<file path="src/sv/srsg_pkg.sv">
`default_nettype none

package srsg_pkg;

    // field widths
    localparam int W_W = 31;   // raw word
    localparam int S_W = 16;   // sample and max_value
    localparam int Z_W = 20;   // probability as Q.20
    localparam int Q_W = 25;   // 2 ln(1/z) in Q.20
    localparam int T_W = 23;   // t in Q3.20
    localparam int X_W = 25;   // signed deviate in Q.20

    typedef logic [Q_W-1:0]        t_q;
    typedef logic [T_W-1:0]        t_t;
    typedef logic signed [X_W-1:0] t_x;

    // register indexes
    localparam logic CFG_MAX  = 1'b0;
    localparam logic CFG_MODE = 1'b1;

    // shape modes
    localparam logic [1:0] MODE_UNIFORM = 2'd0;
    localparam logic [1:0] MODE_NORMAL  = 2'd1;
    localparam logic [1:0] MODE_POS     = 2'd2;
    localparam logic [1:0] MODE_NEG     = 2'd3;

    // stage counts of the sections
    localparam int LAT_FRONT = 4;
    localparam int LAT_LOG   = 24;
    localparam int LAT_SQRT  = T_W;
    localparam int LAT_POLY  = 27;
    localparam int LAT_UMOD  = W_W;
    localparam int LAT_DEV   = LAT_FRONT + LAT_LOG + LAT_SQRT + LAT_POLY;
    localparam int LAT_SCALE = 4;
    localparam int LAT_TOT   = LAT_DEV + LAT_SCALE;

    // Q.20 coefficients
    localparam logic [21:0] C0_Q20    = 22'd2637711;
    localparam logic [19:0] C1_Q20    = 20'd841852;
    localparam logic [13:0] C2_Q20    = 14'd10830;
    localparam logic [20:0] D1_Q20    = 21'd1502387;
    localparam logic [17:0] D2_Q20    = 18'd198463;
    localparam logic [10:0] D3_Q20    = 11'd1372;
    localparam logic [20:0] LN2X2_Q20 = 21'd1453635;

    // reciprocals: floor(w/1e6), floor(zr*2^20/1e6), floor(a/167), floor(a/34)
    localparam logic [31:0] RCP_MEG = 32'd2251799814;
    localparam logic [34:0] RCP_Z20 = 35'd18014398510;
    localparam logic [20:0] RCP_167 = 21'd1607398;
    localparam logic [20:0] RCP_34  = 21'd1973791;
    localparam logic [19:0] MEG     = 20'd1000000;
    localparam logic [19:0] HALF_MEG = 20'd500000;

endpackage

`default_nettype wire

</file>
<file path="src/sv/srsg_sqrt.sv">
`default_nettype none

// t = floor(sqrt(q * 2^20)), one root bit per stage
module srsg_sqrt (
    input  wire logic         i_clk,
    input  wire logic         i_en,
    input  wire srsg_pkg::t_q i_q,
    output srsg_pkg::t_t      o_t
);
    import srsg_pkg::*;

    localparam int REM_W = T_W + 3;

    logic [REM_W-1:0] r_rem  [0:T_W-2];
    t_q               r_qc   [0:T_W-2];
    t_t               r_root [0:T_W-1];

    for (genvar k = 0; k < T_W; k++) begin : g_bit
        localparam int J = T_W - 1 - k;
        logic [REM_W-1:0] rem_in;
        t_t               root_in;
        t_q               q_in;
        logic [2*T_W-1:0] v;
        logic [REM_W-1:0] pre;
        logic [REM_W-1:0] trial;
        logic             take;

        if (k == 0) begin : g_first
            assign rem_in  = '0;
            assign root_in = '0;
            assign q_in    = i_q;
        end else begin : g_next
            assign rem_in  = r_rem[k-1];
            assign root_in = r_root[k-1];
            assign q_in    = r_qc[k-1];
        end

        assign v     = {{(2*T_W-Q_W-20){1'b0}}, q_in, 20'b0};
        assign pre   = {rem_in[REM_W-3:0], v[2*J+1 -: 2]};
        assign trial = {1'b0, root_in, 2'b01};
        assign take  = (pre >= trial);

        always_ff @(posedge i_clk) begin
            if (i_en) begin
                r_root[k] <= {root_in[T_W-2:0], take};
            end
        end

        if (k < T_W - 1) begin : g_carry
            always_ff @(posedge i_clk) begin
                if (i_en) begin
                    r_rem[k] <= take ? (pre - trial) : pre;
                    r_qc[k]  <= q_in;
                end
            end
        end
    end

    assign o_t = r_root[T_W-1];
endmodule

`default_nettype wire

</file>
<file path="config.mk">
export PLATFORM = sky130hd
export DESIGN_NAME = srsg_sqrt
export DESIGN_NICKNAME = d
export VERILOG_FILES = /design/src/sv/srsg_pkg.sv /design/src/sv/srsg_sqrt.sv
export SDC_FILE = /design/constraint.sdc
export NUM_CORES = 2
export LEC_CHECK = 0
export ABC_CLOCK_PERIOD_IN_PS = 3450
export BUFFER_PORTS_ARGS = -buffer_cell sky130_fd_sc_hd__buf_2
export CAP_MARGIN = 25
export CORE_MARGIN = 4
export CORE_UTILIZATION = 58
export CTS_CLUSTER_SIZE = 20
export DETAILED_ROUTE_END_ITERATION = 6
export GPL_TIMING_DRIVEN = 1
export PLACE_DENSITY = 0.79
export SLEW_MARGIN = 20
export SYNTH_ARGS = -nofsm -noshare
export SYNTH_HDL_FRONTEND = slang
export SYNTH_SLANG_ARGS = --single-unit
</file>
<file path="constraint.sdc">
create_clock -name i_clk -period 3.45 [get_ports i_clk]
set_input_delay 0.345 -clock i_clk [delete_from_list [all_inputs] [get_ports i_clk]]
set_output_delay 0.345 -clock i_clk [all_outputs]
set_load 0.005 [all_outputs]
</file>
== Yosys cells after proc, flatten, opt, wreduce, memory -nomap -nowiden ==
Memory sizes are Yosys's and may differ from the RTL's.
Cells that the tools add are included.
Operators by class
  magnitude comparators: 23
  add/subtract/negate cells: 22
  muxes and demuxes: 24
Operator list (count)
  $ge 26x25->1: 22
  $mux 26: 22
  $sub 26x25->26: 21
  $mux 1: 2
  $sub 1x1->2 const B: 1
  $ge 1x1->1 const B: 1
Word-level totals
  logic and storage cells: 72
  bits in registers: 0
  memories kept: 3
  bits of input ports: 27
  memory bits (writable): 1651
Memories
  r_rem: words 22, width 26, read ports 22, clocked after Yosys merged registers in 0, wr ports 22, RTL line srsg_sqrt.sv:14  | logic [REM_W-1:0] r_rem [0:T_W-2];
  r_qc: words 22, width 25, read ports 21, clocked after Yosys merged registers in 0, wr ports 22, RTL line srsg_sqrt.sv:15  | t_q r_qc [0:T_W-2];
  r_root: words 23, width 23, read ports 23, clocked after Yosys merged registers in 0, wr ports 23, RTL line srsg_sqrt.sv:16  | t_t r_root [0:T_W-1];

== Longest topological paths before layout ==
An unclocked memory read counts as a cell.
  depth in word-level cells: 3
  mapped depth: 14

== Least setup slack after synthesis ==
OpenSTA, ideal clock, no wires.
  path kind: register to register
  start point: memory r_rem[2][105] (netlist name)
  end point: memory r_rem[2][137] (netlist name), data pin
  setup time: 0.271 ns
  setup slack: 0.076 ns
  arrival time: 3.103 ns
  stages on the path, launching flop included: 15
  data required time: 3.179 ns
  buffers on the path: 3
  period minus slack after synthesis: 3.374 ns
  path through: edfxtp_1 inv_1 ha_1 inv_1 fa_1 nand2b_1 a21oi_1 o211ai_1 a211oi_1 o21a_1 nand2b_1 clkbuf_1 clkbuf_1 buf_1 a21oi_1
RTL lines (RTL line)
  start: declaration: srsg_sqrt.sv:14

==> run metrics <==
cell area after synthesis roughly 0.047 mm²; clock sink count 914; final wirelength 89.19 mm; Placed Instances a little over 5000; EDFF count, synth around 900; Synth Area in Compound Gates a little under an eighth; DIE HEIGHT about 290 µm; initial antenna violation count 0; Combinational Power Share between 20% and 30%; CTS H-tree depth 3; wire per inst ~17 µm; first-pass GRT wire length about 150 mm; final setup vio count 0; CTS clk-pin slew, worst paths roughly 0.060 ns; leakage power 0.02017 µW; Power Dens Cells 595.0 mW/mm²; syn_area_per_cell around 12 µm²; via count 30250; Main synth FF type edfxtp_1; Clock Skews between 0.02 and 0.03 ns; DRC errors left 0; largest net degree at the start of global routing 90; mux contribution to synthesized area 1.469%; adder-cell share of the synthesized area approximately 8%; status finished, final reports clean; Area Growth Syn to Fin 11.19%; simple-gate area share of the yosys netlist between 10 and 15%; largest family of logic cells by synthesized area compound AO/OA/AOI/OAI gates; post-synthesis xor/xnor area fraction between 6 and 7%; Ys Warns 0; CP max FO 4; max-slew violations 0; worst endpoint required time approximately 3.8 ns; fmax slightly above 300 MHz; layout cell share with drive strength beyond 1 about 8.3%; Chip Width between 200 and 300 µm; startpoint type of the worst setup path flop; fillcell total slightly below 6000; post-layout util 64.90%; Detail Route Antenna Nets 0; DP Area around 0.049 mm²; vias in the first global route 29860; clock latency at the later pin of the worst-skew pair around 0.66 ns; root buffer cell clkbuf_16; cell count after synthesis approximately 4000; RSZ-0062 raised after global routing yes; switching pwr between 8000 and 9000 µW; initial core utilization between 50 and 60%; Final Wtd Congestion between 0.9 and 1; Setup CP Type reg2reg; antenna diode count 0; asr flop ratio synth 0%; Worst Tran Pin Value 0.7767 ns; aggregate global routing overflow 0; most common cell after layout, fill and taps aside edfxtp_1; Non-Filler Instances between 5000 and 6000; most frequent cells in the layout edfxtp_1 (914), inv_1 (370), nand2_1 (289); first-pass iteration count of the detailed router 5; setup TNS 0 ns; number of DRC markers in iteration 0 2256; CTS max path bufs 3; Hold Path Class in2reg; clock share of power around a third; CTS tree yes; register area share after synthesis around three fifths; crit path DAT 3.64 ns; routed vias/inst roughly 5.7; CORE AREA roughly 0.08 mm²; row count about 100; synth unique cells between 80 and 90; part of the power in registers just under 50%; Crit. End Element flop; total power roughly 31000 µW; final instance area 0.05219 mm²; post-route minimum period ~3.3 ns; max_slew headroom about half; Cell Int Power 22480 µW; syn nets around 4300; HPWL after DPL 64.12 mm; switching share of power between 20% and 30%; Die Area 0.08554 mm²; Yosys reg bits between 900 and 1000; fin crit share a little over nine tenths; Total Nets Final approximately 4500; CTS buffer count 93; VDD IR max approximately 490 µV; maxcap violations 0; num ports 50; Fin. Hold Viols 0; Total GRT Usage 20.78%; port bufs 49
## synth_stat cells (39+ instances only)
| library cell | n | area, µm² |
|---|---|---|
| a211oi_1 | 43 | 322.8 |
| a21o_1 | 84 | 630.6 |
| a21oi_1 | 246 | 1231 |
| clkbuf_1 | 50 | 187.7 |
| edfxtp_1 | 914 | 27450 |
| ha_1 | 279 | 3491 |
| inv_1 | 370 | 1389 |
| mux2_2 | 54 | 608.1 |
| nand2_1 | 289 | 1085 |
| nand2b_1 | 45 | 281.5 |
| nand3_1 | 68 | 340.3 |
| nor2_1 | 257 | 964.7 |
| nor3_1 | 120 | 600.6 |
| nor4_1 | 39 | 244.0 |
| o21a_1 | 55 | 412.9 |
| o21ai_0 | 274 | 1371 |
| or3_1 | 43 | 269.0 |
| xnor2_1 | 163 | 1428 |
| xor2_1 | 166 | 1454 |
## layer usage
metal | global-route usage (%) | vias to the layer above | share of wire (%)
li1 | - | 14910 | -
met1 | 27.68 | 14380 | 43
met2 | 35.95 | 785 | 50
met3 | 2.563 | 177 | 4.9
met4 | 6.438 | 0 | 2.5
met5 | 0 | - | 0
## flip-flops by register name (all words and copies together) (netlist names)
signal and count:
r_root 252, r_rem 491, r_qc 171
## layout make-up
cell class	instances	area [µm²]	share of cell area, %
flip-flops and latches	914	27450	52.59
multi-input cells	2619	17870	34.24
clock buffers	113	2466	4.725
inverters	373	1400	2.683
well taps	1060	1326	2.541
repair buffers	135	1176	2.253
clock inverters	53	508.0	0.9733
## worst max-delay path, stage by stage, from the launching register on
cell and delay [ns]:
edfxtp_1 0.39, inv_1 0.12, ha_1 0.20, inv_1 0.06, fa_1 0.40, nor2b_1 0.16, o31a_1 0.23, o311ai_0 0.16
buf_4 0.17, a21oi_2 0.21, a41o_1 0.24, nor3b_2 0.07, buf_4 0.16, nor4_2 0.30, xor2_1 0.10
## power by group through the flow
stage | registers, µW | clock network (µW) | logic (µW)
2_1_floorplan | 14900 | 0 | 4680
3_3_place_gp | 15200 | 0 | 5870
3_5_place_dp | 15300 | 0 | 6080
4_1_cts | 15100 | 10000 | 6170
5_1_grt | 15200 | 10500 | 7000
6_report | 15100 | 9770 | 6230
## cells by family after synthesis
group           Yosys count
buf+inv                 437
other cells               1
fa+ha+maj               288
mux                      62
flops                   914
compound gates          875
xor+xnor                329
simple gates           1064
## path summary, 6_finish.rpt
path                                     from           end  slack (ns)  cells after the start
worst max-delay path            r_rem[1][183]  r_rem[2][23]        0.18                     14
worst min-delay path                     i_en   r_qc[0][26]        0.23                      1
worst min register to register     r_qc[1][3]   r_qc[1][28]        0.41                      0
worst max register to register  r_rem[1][183]  r_rem[2][23]        0.18                     14
## per-stage QoR
step	hold slack [ns]	worst slack, ns
final	0.2300	0.1822
after detailed placement	0.4045	0.04120
after floorplan	0.4003	0.07609
after global routing	0.2451	-0.07991
after global placement	0.4009	0.09148
after CTS	0.2189	0.05800
## timing repair
action | in CTS | in global routing
endpoints found under the setup margin | 1 | 38
pin swaps | 0 | 2
hold endpoints to repair | 25 | 0
resized for setup | 1 | 9
setup buffers | 0 | 1
hold buffers | 25 | 0
No activity file was read; power rests on OpenSTA's default activity.
