<file path="src/sv/srsg_pkg.sv">
`default_nettype none

package srsg_pkg;

    // field widths
    localparam int W_W = 31;   // raw word
    localparam int S_W = 16;   // sample and max_value
    localparam int Z_W = 20;   // probability as Q.20
    localparam int Q_W = 25;   // 2 ln(1/z) in Q.20
    localparam int T_W = 23;   // t in Q3.20
    localparam int X_W = 25;   // signed deviate in Q.20

    typedef logic [Q_W-1:0]        t_q;
    typedef logic [T_W-1:0]        t_t;
    typedef logic signed [X_W-1:0] t_x;

    // register indexes
    localparam logic CFG_MAX  = 1'b0;
    localparam logic CFG_MODE = 1'b1;

    // shape modes
    localparam logic [1:0] MODE_UNIFORM = 2'd0;
    localparam logic [1:0] MODE_NORMAL  = 2'd1;
    localparam logic [1:0] MODE_POS     = 2'd2;
    localparam logic [1:0] MODE_NEG     = 2'd3;

    // stage counts of the sections
    localparam int LAT_FRONT = 4;
    localparam int LAT_LOG   = 24;
    localparam int LAT_SQRT  = T_W;
    localparam int LAT_POLY  = 27;
    localparam int LAT_UMOD  = W_W;
    localparam int LAT_DEV   = LAT_FRONT + LAT_LOG + LAT_SQRT + LAT_POLY;
    localparam int LAT_SCALE = 4;
    localparam int LAT_TOT   = LAT_DEV + LAT_SCALE;

    // Q.20 coefficients
    localparam logic [21:0] C0_Q20    = 22'd2637711;
    localparam logic [19:0] C1_Q20    = 20'd841852;
    localparam logic [13:0] C2_Q20    = 14'd10830;
    localparam logic [20:0] D1_Q20    = 21'd1502387;
    localparam logic [17:0] D2_Q20    = 18'd198463;
    localparam logic [10:0] D3_Q20    = 11'd1372;
    localparam logic [20:0] LN2X2_Q20 = 21'd1453635;

    // reciprocals: floor(w/1e6), floor(zr*2^20/1e6), floor(a/167), floor(a/34)
    localparam logic [31:0] RCP_MEG = 32'd2251799814;
    localparam logic [34:0] RCP_Z20 = 35'd18014398510;
    localparam logic [20:0] RCP_167 = 21'd1607398;
    localparam logic [20:0] RCP_34  = 21'd1973791;
    localparam logic [19:0] MEG     = 20'd1000000;
    localparam logic [19:0] HALF_MEG = 20'd500000;

endpackage

`default_nettype wire

</file>
<file path="src/sv/srsg_umod.sv">
`default_nettype none

// word mod (max_value + 1), one word bit per stage
module srsg_umod (
    input  wire logic                     i_clk,
    input  wire logic                     i_en,
    input  wire logic [srsg_pkg::W_W-1:0] i_word,
    input  wire logic [srsg_pkg::S_W-1:0] i_max,
    output logic      [srsg_pkg::S_W-1:0] o_rem
);
    import srsg_pkg::*;

    logic [S_W:0]   w_div;
    logic [S_W-1:0] r_rem  [0:W_W-1];
    logic [W_W-1:0] r_word [0:W_W-2];

    assign w_div = {1'b0, i_max} + {{S_W{1'b0}}, 1'b1};

    for (genvar k = 0; k < W_W; k++) begin : g_step
        localparam int B = W_W - 1 - k;
        logic [S_W-1:0] rem_in;
        logic [W_W-1:0] word_in;
        logic [S_W:0]   pre;
        logic [S_W:0]   dif;

        if (k == 0) begin : g_first
            assign rem_in  = '0;
            assign word_in = i_word;
        end else begin : g_next
            assign rem_in  = r_rem[k-1];
            assign word_in = r_word[k-1];
        end

        assign pre = {rem_in, word_in[B]};
        assign dif = pre - w_div;

        always_ff @(posedge i_clk) begin
            if (i_en) begin
                r_rem[k] <= (pre >= w_div) ? dif[S_W-1:0] : pre[S_W-1:0];
            end
        end

        if (k < W_W - 1) begin : g_carry
            always_ff @(posedge i_clk) begin
                if (i_en) begin
                    r_word[k] <= word_in;
                end
            end
        end
    end

    assign o_rem = r_rem[W_W-1];
endmodule

`default_nettype wire

</file>
<file path="config.mk">
export PLATFORM = sky130hd
export DESIGN_NAME = srsg_umod
export DESIGN_NICKNAME = d
export VERILOG_FILES = /design/src/sv/srsg_pkg.sv /design/src/sv/srsg_umod.sv
export SDC_FILE = /design/constraint.sdc
export NUM_CORES = 2
export LEC_CHECK = 0
export BUFFER_PORTS_ARGS = -buffer_cell sky130_fd_sc_hd__buf_2
export CORE_MARGIN = 2
export CORE_UTILIZATION = 65
export CTS_CLUSTER_SIZE = 16
export DETAILED_ROUTE_END_ITERATION = 12
export HOLD_SLACK_MARGIN = 0.1
export PLACE_DENSITY = 0.82
export SETUP_SLACK_MARGIN = 0.2
export SYNTH_ARGS = -nofsm -noshare
export SYNTH_HDL_FRONTEND = slang
export SYNTH_SLANG_ARGS = --single-unit
</file>
<file path="constraint.sdc">
create_clock -name i_clk -period 9.81 [get_ports i_clk]
set_clock_uncertainty 0.15 [all_clocks]
set_input_delay 0.981 -clock i_clk [delete_from_list [all_inputs] [get_ports i_clk]]
set_output_delay 0.981 -clock i_clk [all_outputs]
set_load 0.02 [all_outputs]
</file>
# Word-level counts from Yosys, hierarchy flattened
# Memories as Yosys holds them, arrays and structs flattened.
# Cells that the tools add are included.
totals:
  ff_bits: 0
  latch_bits: 0
  ramBits: 1426
  rom_bits: 0
  n_memories: 2
op_classes:
  n_addsub: 32
  multipliers: 0
  n_div: 0
  order_cmp: 31
  eq_ne: 0
  n_shift: 0
  muxes: 33
  n_bitwise: 0
  n_reduce_logical: 0
mem_list:
  columns: ["name", "words", "word_bits", "rd", "rd_clocked_by_memory_dff", "write_ports", "line_no", "rtl"]
  rows:
  - ["r_word", 30, 31, 30, 0, 30, "srsg_umod.sv:15", "logic [W_W-1:0] r_word [0:W_W-2];"]
  - ["r_rem", 31, 16, 31, 0, 31, "srsg_umod.sv:14", "logic [S_W-1:0] r_rem [0:W_W-1];"]
ops:
  columns: ["operator", "n"]
  rows:
  - [">= comparator 17 bit", 30]
  - ["2-to-1 mux 16 bit", 31]
  - ["subtractor 16 bit", 30]
  - ["adder 16 x 1 -> 17 bit, second input constant", 1]
  - [">= comparator 1 x 17 -> 1 bit", 1]
  - ["subtractor 1 x 16 -> 16 bit", 1]
  - ["2-to-1 mux 1 bit", 2]

# Depth between registers and ports, before layout
depth:
  depth_word: 3
  ltp_mapped: 16
  mapped_depth_nobuf: 14

# Least setup slack after synthesis
# OpenSTA, ideal clock, no wires.
synth_path:
  path_type: "input-to-reg"
  start: "input port i_max[0] (netlist name)"
  end: "memory r_rem[27][4] (netlist: r_rem[3][52]) (data pin)"
  arrival_time_ns: 5.685
  setup_slack_ns: 3.719
  cell_stages: 11
  path_buffers: 1
  path_cell_list: "ha_1 -> inv_1 -> ha_1 -> a21o_1 -> a21o_1 -> a211oi_1 -> o21ai_0 -> a2111oi_1 -> o41ai_4 -> buf_6 -> a31o_2"
synth_lines:
  columns: ["item", "line_no", "rtl"]
  rows:
  - ["start: declaration", "srsg_umod.sv:8", "input wire logic [srsg_pkg::S_W-1:0] i_max,"]
  - ["end: declaration", "srsg_umod.sv:14", null]

==> flow_metrics.tcl <==
set metrics [dict create \
    dieArea_um2 90000 \
    yosys_warnings 0 \
    cts_tree "done" \
    grt.total_usage_pct 28.57 \
    place_ws_ns 3.526 \
    hold_start "r_word[5][62]" \
    total_power_w 0.02117 \
    crit_path_end_kind "register" \
    io_buffers 64 \
    outcome "completed" \
    numCtsBuffers 100 \
    cts_repair_resize_count 0 \
    synth-seq-cells 961 \
    grt_max_degree 194 \
    p_sw_w 0.008109 \
    ctsHoldBuffers 0 \
    maxSlewViolCount 0 \
    num_rows 108 \
    mostFrequentLayoutCells "edfxtp_1, a21oi_1, ha_1" \
    pwr-share-comb_pct 47.2 \
    max_freq_mhz 175.5 \
    holdWs_ns 0.2451 \
    crit_arrival_ns 5.99 \
    setup_viol 0 \
    rsz0062_at_grt "false" \
    synth-edff-count 961 \
    p_int_w 0.01306 \
    cts.htree.levels 3 \
    slowest_stage "xor2_4" \
    via_per_inst 6.342 \
    hold_path_class "reg2reg" \
    layout_commonest_cell "edfxtp_1" \
    drcViolationCount 0 \
    final.setup.tns_ns 0 \
    post_cts_buffers 0 \
    finalHoldViolations 0 \
    crit_start "i_max[0]" \
    netlist_instances 5034 \
    p_leak_nw 24.16 \
    crit_path_start_kind "input port" \
    first_iter_violations 3731 \
    io_pins 65 \
    netSwitchingFraction_pct 38.30 \
    nNetsFinal 5687 \
    place_congestion 0.9329 \
    clockPowerShare_pct 18.9 \
    tightest_slew_ns 1.194 \
    dr.pass1.iters 6 \
    yosysSeqAreaShare_pct 50.67 \
    grt_antenna_before_repair 9 \
    yosysTopAreaCell "edfxtp_1" \
    setup_ws_ns 4.111 \
    synth_cell_types 82 \
    syn_to_final_growth_pct 9.436 \
    worst_slew_margin_rel_pct 20.17 \
    synth_nets 5596 \
    synth.cell_area_um2 56950 \
    cp_slowest_stage_delay_ns 0.75 \
    start_util_pct 65.65 \
    yosysTopAreaCellShare_pct 50.67 \
    drive_gt1_share_pct 9.042 \
    p_seq_share_pct 33.9 \
    wl_per_cell_um 20.35 \
    postRouteAntennaNets 0 \
    vias 40396 \
    path_cells "buf_2 > nand4_2 > nor2_1 > nand2_1 > xor2_4 > buf_4 > ha_1 > or2_2 > a21oi_1 > a31oi_1 > o311ai_0 > nand3_1 > mux2_2" \
    path_clk_slew_ns 0.06 \
    synth_ff_type "edfxtp_1" \
    die_y_um 300.0 \
    synth_area_leaders "edfxtp_1, ha_1, a21oi_1" \
    grt_pass1_wl_um 202700 \
    grt_pass1_vias 38361 \
    dpl-instance-area_um2 58810 \
    period_share_pct 58.09 \
    dp_hpwl_um 85430 \
    final_cell_area_um2 62330 \
    cp_max_fo 25 \
    async_flop_share_pct 0 \
    die_x_um 300.0 \
    cp.required_ns 10.10 \
    insertion_delay_ns 0.70 \
    synth.avg_cell_area_um2 11.31 \
    critical_path_class "in2reg" \
    period_minus_slack_ns 5.699 \
    grt_overflow 0 \
    worstReg2RegStart "r_rem[0][51]" \
    max_cap_violations 0 \
    cts-root-buf "clkbuf_16" \
    cts_buffer_depth 3 \
    power_density_nw_per_um2 339.7 \
    irDropWorstVdd_mv 0.2737 \
    cts_num_sinks 961 \
    core_area_um2 86750 \
    drt-total-wl_um 129600 \
]
[critical path, delay by kind of cell]
family	cells	cell delay (ns)
mux	1	0.55
compound gates	3	0.62
xor+xnor	1	0.75
simple gates	5	1.98
fa+ha+maj	1	0.37
buf+inv	2	0.68
[area by class of cell]
type	count	area, um^2
antenna	6	15.01
clock buffer	114	2555
clock inverter	72	947.2
fill	5994	24430
inverter	182	683.2
multi-input combinational	3774	27130
sequential	961	28860
tap	1155	1445
timing repair buffer	106	695.7
[kinds of logic (layout without fill, tap and decap cells)]
logic type / after synthesis / count (layout) / share of synthesized area, %
AOI/OAI and AO/OA: 1442 / 1442 / 16.01
xor gates and xnor gates: 393 / 393 / 6.092
adders and majority gates: 526 / 526 / 11.89
buffers and inverters: 299 / 474 / 2.122
DFF: 961 / 961 / 50.67
muxes: 129 / 129 / 2.526
other: 0 / 6 / 0
and+or+nand+nor: 1284 / 1284 / 10.69
[power by group through the flow]
stage / clock, W / sequential, W / combinational [W]
final: 0.00400 / 0.00717 / 0.0100
after global routing: 0.00421 / 0.00727 / 0.0111
after CTS: 0.00407 / 0.00715 / 0.00989
after detailed placement: 0 / 0.00719 / 0.00974
after global placement: 0 / 0.00720 / 0.00943
after floorplan: 0 / 0.00686 / 0.00795
[final timing paths]
path,end,slack (ns),cells after the start
min,r_word[5][93],0.25,0
max reg2reg,r_rem[0][75],5.74,9
min reg2reg,r_word[5][93],0.25,0
max,r_rem[1][103],4.11,13
[routing by layer]
metal  GRT usage (%)  up-vias  wire length (um)
li1                -    19316                 -
met1           38.88    19260             54660
met2           45.06     1482             58320
met3           5.933      330             11060
met4           11.71        8              5524
met5               0        -                67
[sequential cells by signal, summed over array words and instances (netlist names)]
| register | cells |
|---|---|
| r_rem | 496 |
| r_word | 465 |
[Yosys cell counts (9+ instances only)]
| library cell | number |
|---|---|
| nor2b_1 | 50 |
| o211ai_1 | 32 |
| o311ai_0 | 18 |
| or3_1 | 33 |
| xnor2_1 | 234 |
| a21o_1 | 148 |
| mux2i_1 | 11 |
| clkbuf_1 | 65 |
| o41ai_1 | 9 |
| nor3_1 | 75 |
| and2_1 | 13 |
| o2111ai_1 | 25 |
| a21boi_0 | 19 |
| o21a_1 | 73 |
| or2_2 | 33 |
| edfxtp_1 | 961 |
| nand4_1 | 55 |
| and4_1 | 21 |
| nor4_1 | 11 |
| or4_1 | 12 |
| nand3b_1 | 9 |
| inv_1 | 182 |
| a211oi_1 | 51 |
| xor2_1 | 157 |
| o21ai_0 | 273 |
| a31o_2 | 12 |
| a31oi_1 | 69 |
| ha_1 | 483 |
| maj3_1 | 13 |
| nor2_1 | 433 |
| nand3_1 | 94 |
| nand2_1 | 322 |
| nand2b_1 | 61 |
| o31a_1 | 31 |
| and3_1 | 46 |
| o21bai_1 | 40 |
| buf_2 | 36 |
| mux2_2 | 116 |
| o31ai_1 | 38 |
| a21oi_1 | 505 |
| fa_1 | 30 |
[metrics by stage]
| step | utilization [%] | cells |
|---|---|---|
| 2_1_floorplan | - | 5034 |
| 3_3_place_gp | 67.79 | 6178 |
| 3_5_place_dp | 67.79 | 6178 |
| 4_1_cts | 71.83 | 6364 |
| 5_1_grt | 71.83 | 6365 |
| 6_report | 71.84 | 6370 |
Power figures use the tool's default switching activity.
