**config.mk**
```make
export PLATFORM = sky130hd
export DESIGN_NAME = srsg_front
export DESIGN_NICKNAME = d
export VERILOG_FILES = /design/src/sv/srsg_pkg.sv /design/src/sv/srsg_front.sv
export SDC_FILE = /design/constraint.sdc
export NUM_CORES = 2
export LEC_CHECK = 0
export BUFFER_PORTS_ARGS = -buffer_cell sky130_fd_sc_hd__buf_2
export CELL_PAD_IN_SITES_DETAIL_PLACEMENT = 1
export CELL_PAD_IN_SITES_GLOBAL_PLACEMENT = 2
export CORE_ASPECT_RATIO = 2
export CORE_UTILIZATION = 45
export CTS_CLUSTER_DIAMETER = 50
export DETAILED_ROUTE_END_ITERATION = 16
export PLACE_DENSITY_LB_ADDON = 0.3
export RECOVER_POWER = 25
export SLEW_MARGIN = 20
export SYNTH_ARGS = -nofsm -noshare
export SYNTH_HDL_FRONTEND = slang
export SYNTH_SLANG_ARGS = --single-unit
```
**constraint.sdc**
```tcl
create_clock -name i_clk -period 10.7 [get_ports i_clk]
set_clock_uncertainty 0.1 [all_clocks]
set_input_delay 1.605 -clock i_clk [delete_from_list [all_inputs] [get_ports i_clk]]
set_output_delay 1.605 -clock i_clk [all_outputs]
set_load 0.02 [all_outputs]
```
**src/sv/srsg_pkg.sv**
```systemverilog
`default_nettype none

package srsg_pkg;

    // field widths
    localparam int W_W = 31;   // raw word
    localparam int S_W = 16;   // sample and max_value
    localparam int Z_W = 20;   // probability as Q.20
    localparam int Q_W = 25;   // 2 ln(1/z) in Q.20
    localparam int T_W = 23;   // t in Q3.20
    localparam int X_W = 25;   // signed deviate in Q.20

    typedef logic [Q_W-1:0]        t_q;
    typedef logic [T_W-1:0]        t_t;
    typedef logic signed [X_W-1:0] t_x;

    // register indexes
    localparam logic CFG_MAX  = 1'b0;
    localparam logic CFG_MODE = 1'b1;

    // shape modes
    localparam logic [1:0] MODE_UNIFORM = 2'd0;
    localparam logic [1:0] MODE_NORMAL  = 2'd1;
    localparam logic [1:0] MODE_POS     = 2'd2;
    localparam logic [1:0] MODE_NEG     = 2'd3;

    // stage counts of the sections
    localparam int LAT_FRONT = 4;
    localparam int LAT_LOG   = 24;
    localparam int LAT_SQRT  = T_W;
    localparam int LAT_POLY  = 27;
    localparam int LAT_UMOD  = W_W;
    localparam int LAT_DEV   = LAT_FRONT + LAT_LOG + LAT_SQRT + LAT_POLY;
    localparam int LAT_SCALE = 4;
    localparam int LAT_TOT   = LAT_DEV + LAT_SCALE;

    // Q.20 coefficients
    localparam logic [21:0] C0_Q20    = 22'd2637711;
    localparam logic [19:0] C1_Q20    = 20'd841852;
    localparam logic [13:0] C2_Q20    = 14'd10830;
    localparam logic [20:0] D1_Q20    = 21'd1502387;
    localparam logic [17:0] D2_Q20    = 18'd198463;
    localparam logic [10:0] D3_Q20    = 11'd1372;
    localparam logic [20:0] LN2X2_Q20 = 21'd1453635;

    // reciprocals: floor(w/1e6), floor(zr*2^20/1e6), floor(a/167), floor(a/34)
    localparam logic [31:0] RCP_MEG = 32'd2251799814;
    localparam logic [34:0] RCP_Z20 = 35'd18014398510;
    localparam logic [20:0] RCP_167 = 21'd1607398;
    localparam logic [20:0] RCP_34  = 21'd1973791;
    localparam logic [19:0] MEG     = 20'd1000000;
    localparam logic [19:0] HALF_MEG = 20'd500000;

endpackage

`default_nettype wire

```
**src/sv/srsg_front.sv**
```systemverilog
`default_nettype none

// word -> folded probability z in Q.20 and the upper-half flag
module srsg_front (
    input  wire logic                     i_clk,
    input  wire logic                     i_en,
    input  wire logic [srsg_pkg::W_W-1:0] i_word,
    output logic      [srsg_pkg::Z_W-1:0] o_z20,
    output logic                          o_upper
);
    import srsg_pkg::*;

    logic [W_W-1:0] r_w1;
    logic [62:0]    r_p1;
    logic [19:0]    r_r2;
    logic [18:0]    r_zr3;
    logic           r_up3;
    logic [Z_W-1:0] r_z4;
    logic           r_up4;

    logic [62:0] w_p1;
    logic [31:0] w_qm;
    logic [31:0] w_r;
    logic [19:0] w_zr;
    logic [53:0] w_pz;

    assign w_p1 = 63'(i_word) * 63'(RCP_MEG);
    assign w_qm = 32'(r_p1[62:51]) * 32'(MEG);
    assign w_r  = 32'(r_w1) - w_qm;

    always_comb begin
        w_zr = (r_r2 >= HALF_MEG) ? (MEG - r_r2) : r_r2;
        if (w_zr == '0) begin
            w_zr = 20'd1;
        end
    end

    assign w_pz = 54'(r_zr3) * 54'(RCP_Z20);

    always_ff @(posedge i_clk) begin
        if (i_en) begin
            r_w1  <= i_word;
            r_p1  <= w_p1;
            r_r2  <= w_r[19:0];
            r_zr3 <= w_zr[18:0];
            r_up3 <= (r_r2 >= HALF_MEG);
            r_z4  <= w_pz[53:34];
            r_up4 <= r_up3;
        end
    end

    assign o_z20   = r_z4;
    assign o_upper = r_up4;
endmodule

`default_nettype wire

```
=== After elaboration in Yosys (flattened, before gate mapping) ===
Index checks and enable logic that the tools add are counted.

* Flip-flop bits (word level): 143
* Output and inout port bits: 21
* Word-level logic and storage cells: 15

* $mul: 3
* Add/sub/neg operators: 2
* Magnitude comparators: 1
* Multiplexer cells: 1
* Reduce and logical (&&, ||, !) cells: 1

{| class="wikitable"
|+ Operators with widths
! operator !! number
|-
| multiplier 31 x 31 -> 62 bit, second input constant || 1
|-
| multiplier 19 x 34 -> 53 bit, second input constant || 1
|-
| >= comparator 20 x 19 -> 1 bit, second input constant || 1
|-
| zero test 20 bit || 1
|-
| 2-to-1 mux 20 bit || 1
|-
| subtractor 20 bit || 1
|-
| subtractor 20 bit, first input constant || 1
|-
| multiplier 12 x 14 -> 14 bit, second input constant || 1
|}

=== Logic depth before layout (Yosys ltp) ===
* Depth in word-level cells: 3
* Mapped depth: 25
* Mapped depth without buffers: 24

=== Worst setup path after synthesis ===
Ideal clock, no wire load.

* Kind: input to register
* Start point: in i_word[13] in the netlist's numbering
* End point: reg r_p1[60], data pin
* Slack: 2.558 ns
* Arrival: 7.784 ns
* Data required time: 10.342 ns
* Setup time: 0.258 ns
* Buffers on the path: 0
* Stages on the path: 21
* Cells stage by stage: inv_1 fa_1 fa_1 fa_1 fa_1 fa_1 inv_1 fa_1 fa_1 inv_1 fa_1 inv_1 ha_1 a2111oi_2 o211a_1 a221oi_2 o31ai_4 o31ai_2 a221o_1 a21oi_2 xnor2_1

* Cells in the longest elaborated chain, start to end: 1

{| class="wikitable"
|+ RTL lines
! element !! line !! text
|-
| start, declared || srsg_front.sv:7 || <nowiki>input wire logic [srsg_pkg::W_W-1:0] i_word,</nowiki>
|-
| multiplier 31 x 31 -> 62 bit || srsg_front.sv:27 || <nowiki>assign w_p1 = 63'(i_word) * 63'(RCP_MEG);</nowiki>
|-
| via w_p1[60] || srsg_front.sv:21 || <nowiki>logic [62:0] w_p1;</nowiki>
|-
| end signal, assigned || srsg_front.sv:43 || <nowiki>r_p1 <= w_p1;</nowiki>
|-
| end, declared || srsg_front.sv:14 || <nowiki>logic [62:0] r_p1;</nowiki>
|}

The timed path passes the listed nets, and every way through them passes these cells.
A chain may end at the register's enable or synchronous reset.

=== Final worst setup path ===
* Start point: in i_word[11] in the netlist's numbering
* End point: reg r_p1[60], data pin

Same word-level chain as after synthesis.

==> run metrics <==
post-route clock period utilization=between 90 and 100%; Die Ht=358 um; Worst-Skew Late Latency=~0.36 ns; most used cell, CP=fa_1; Main synth FF type=edfxtp_1; met1 Usage GRT=a little under a quarter; Avg WL per Cell=26.0 um; maximum clock frequency=slightly above 100 MHz; FILL cells=approximately 7000; post-route design area=about 30000 um^2; Starting Density=45.5%; Site Rows=between 100 and 150; buffer count from post-CTS setup fixing=0; Placed Instance Area=~30000 um^2; Avg Vias per Cell=roughly 5.4; largest net degree at the start of global routing=80; Max FO, Critical Path=9; hold_buf cts=0; via count=18800; Overflow after GRT=0; slowest stage cell, crit path=clkbuf_1; core area=62800 um^2; setup violators final=0; first-pass GRT wire length=~140 mm; Critical Path RT=roughly 11 ns; most common cell after layout, fill and taps aside=inv_1; Max Slew Vio Count=0; ANT nets after route=0; Mapped Cells=around 2600; compound-gate portion of the synthesized area=under 10%; largest family of logic cells by synthesized area=adder cells; nature of the critical path endpoint=flip-flop; H-tree depth=3; met3 Use GR=2.72%; CTS Buf Count=9; Slew @ Worst Pin=between 1 and 1.5 ns; largest stage delay on the critical path=about 0.93 ns; Post-Synth Simple-Gate Area=roughly 3.5%; Distinct cells, synth=68; fin nets=between 3000 and 4000; Syn Area/Cell=10.8 um^2; final core area utilization=roughly 48%; Post-synth EDFFs=93; Setup TNS=0 ns; CP top delay family=adder cells; die area=between 60000 and 70000 um^2; clk slew on worst S/H paths=about 0.07 ns; crit-path cells=clkbuf_1 > inv_1 > fa_1 > fa_1 > fa_1 > fa_1 > inv_1 > fa_1 > fa_1 > fa_1 > inv_1 > fa_1 > inv_1 > ha_1 > a21o_1 > a2111oi_2 > o211a_1 > a221oi_2 > o31ai_4 > o31ai_2 > a221o_1 > a21oi_2 > xnor2_1; synthesized flop and latch total=93; Slew HR=roughly 4.2%; Synth area leader=fa_1; crit path DAT=9.77 ns; Worst setup SP type=primary input; clock root cell=clkbuf_16; Synth Area in XOR/XNOR=~3.0%; minimum clock period=between 9 and 10 ns; clk buf depth=2; status=finished clean; Final GP Congestion=0.975; Syn-to-layout area delta=5.39%; GRT busiest layer=met2; mux cell area share after synthesis=0.110%; CTS tree=built; layout cells sized above 1=about 2.7%; antenna cell count=0; Synth top area share=between 30% and 40%; final WL=between 90 and 100 mm; total iterations of the first detailed-routing run=4; Ys Warns=0; grt met2 use=between 60% and 70%; unrepaired setup endpoints after global routing=no; most frequent cells in the layout=inv_1, ha_1, fa_1; asr flop ratio synth=0%; worst path buffer plus inverter count=5; Post-Synth Adder-Cell Area=67.5%; Mapped Area=around 29000 um^2; All-Layer GR Usage=approximately 30%; sequential share of the synthesized area=under 10%; Setup CP Type=in -> reg; MaxCap Viol Count=0; hold crit path type=reg -> reg; post-CTS sizing=0; port buffer count=between 50 and 60; DR DRC count=0; Die X=between 150 and 200 um; post-detail-place hpwl=around 83 mm; DR iter-0 viols=632; final hold violations=0; initial antenna violation count=1; Clock Sinks=93; post-synth net total=3870; largest cells by area after synthesis=fa_1, ha_1, inv_1, edfxtp_1, xnor2_1; vias in the first global route=~23000; I/O pin cnt=54
[cell families (layout without fill, tap and decap cells)]
kind of cell    after synthesis  count (layout)
fa+ha+maj                  1197            1197
simple gates                206             206
xor+xnor                     99              99
compound gates              225             225
buf+inv                     817             885
mux                           3               3
flops                        93              93
[Yosys cell counts (2+ instances only)]
| cell | number |
|---|---|
| inv_1 | 811 |
| ha_1 | 627 |
| fa_1 | 570 |
| edfxtp_1 | 93 |
| xnor2_1 | 59 |
| nor2_1 | 58 |
| a21oi_1 | 55 |
| nand2_1 | 49 |
| o21ai_0 | 46 |
| xor2_1 | 40 |
| a21o_1 | 36 |
| nand4_1 | 18 |
| nor2b_1 | 16 |
| nor3_1 | 14 |
| a211oi_1 | 13 |
| nand3_1 | 11 |
| o21a_1 | 10 |
| or2_2 | 10 |
| o21bai_1 | 9 |
| a31oi_1 | 7 |
| and3_1 | 7 |
| and2_1 | 6 |
| clkbuf_1 | 5 |
| o211ai_1 | 4 |
| o31ai_1 | 4 |
| or3_1 | 4 |
| a21boi_0 | 3 |
| a22oi_1 | 3 |
| o31a_1 | 3 |
| a2111oi_0 | 2 |
| a221oi_1 | 2 |
| a41o_1 | 2 |
| a41oi_1 | 2 |
| and4_1 | 2 |
| mux2i_1 | 2 |
| nand2b_1 | 2 |
| nor4_1 | 2 |
| o2111ai_1 | 2 |
| o41ai_1 | 2 |
[path summary, 6_finish.rpt]
| kind | cells after the start | end | slack [ns] | startpoint |
|---|---|---|---|---|
| worst min register to register | 0 | r_r2[4] | 0.32 | r_w1[4] |
| worst max-delay path | 23 | r_p1[60] | 0.95 | i_word[11] |
| worst max register to register | 20 | o_z20[19] | 2.96 | r_zr3[1] |
| worst min-delay path | 0 | r_r2[4] | 0.32 | r_w1[4] |
[layer usage]
metal	routed length (um)	share of wire (%)
met5	0	0
met4	10300	11
met3	2020	2.2
met2	53700	59
met1	25100	28
[sequential cells by signal (all words and copies together), names as in the netlist]
| name | cells |
|---|---|
| r_r2 | 20 |
| r_zr3 | 19 |
| r_p1 | 12 |
| o_upper | 1 |
| o_z20 | 20 |
| r_w1 | 20 |
| r_up3 | 1 |
[worst register-to-register path: stages (launching register included)]
cell and delay, ns:
edfxtp_1 0.69, fa_1 0.71, fa_1 0.69, inv_1 0.08, fa_1 0.48, inv_1 0.06
fa_1 0.50, inv_1 0.05, fa_1 0.53, inv_1 0.05, fa_1 0.51, ha_1 0.34
a21oi_1 0.26, nor2_1 0.09, o31ai_1 0.31, a211oi_1 0.22, o311ai_2 0.74, a21oi_1 0.25
o21ai_1 0.37, o21bai_1 0.18, a31o_2 0.27
[cell type report]
cell class | count | area (um^2) | area share [%]
multi-input cells | 1730 | 22700 | 75.4
inverters | 812 | 3050 | 10.1
clock buffers | 9 | 225 | 0.749
repair buffers | 57 | 265 | 0.882
clock inverters | 7 | 71.3 | 0.237
well taps | 792 | 991 | 3.29
flip-flops and latches | 93 | 2790 | 9.28
[per-stage QoR]
step	hold slack, ns	std cells	worst slack [ns]
after floorplan	0.300	2640	2.56
after global placement	0.305	3484	1.31
after detailed placement	0.306	3484	1.24
after CTS	0.315	3500	1.63
after global routing	0.329	3500	0.778
final	0.318	3500	0.952
Power is left out: the tool's default activity adds up to more than one toggle a clock period on the data nets, which glitch-free logic cannot reach.
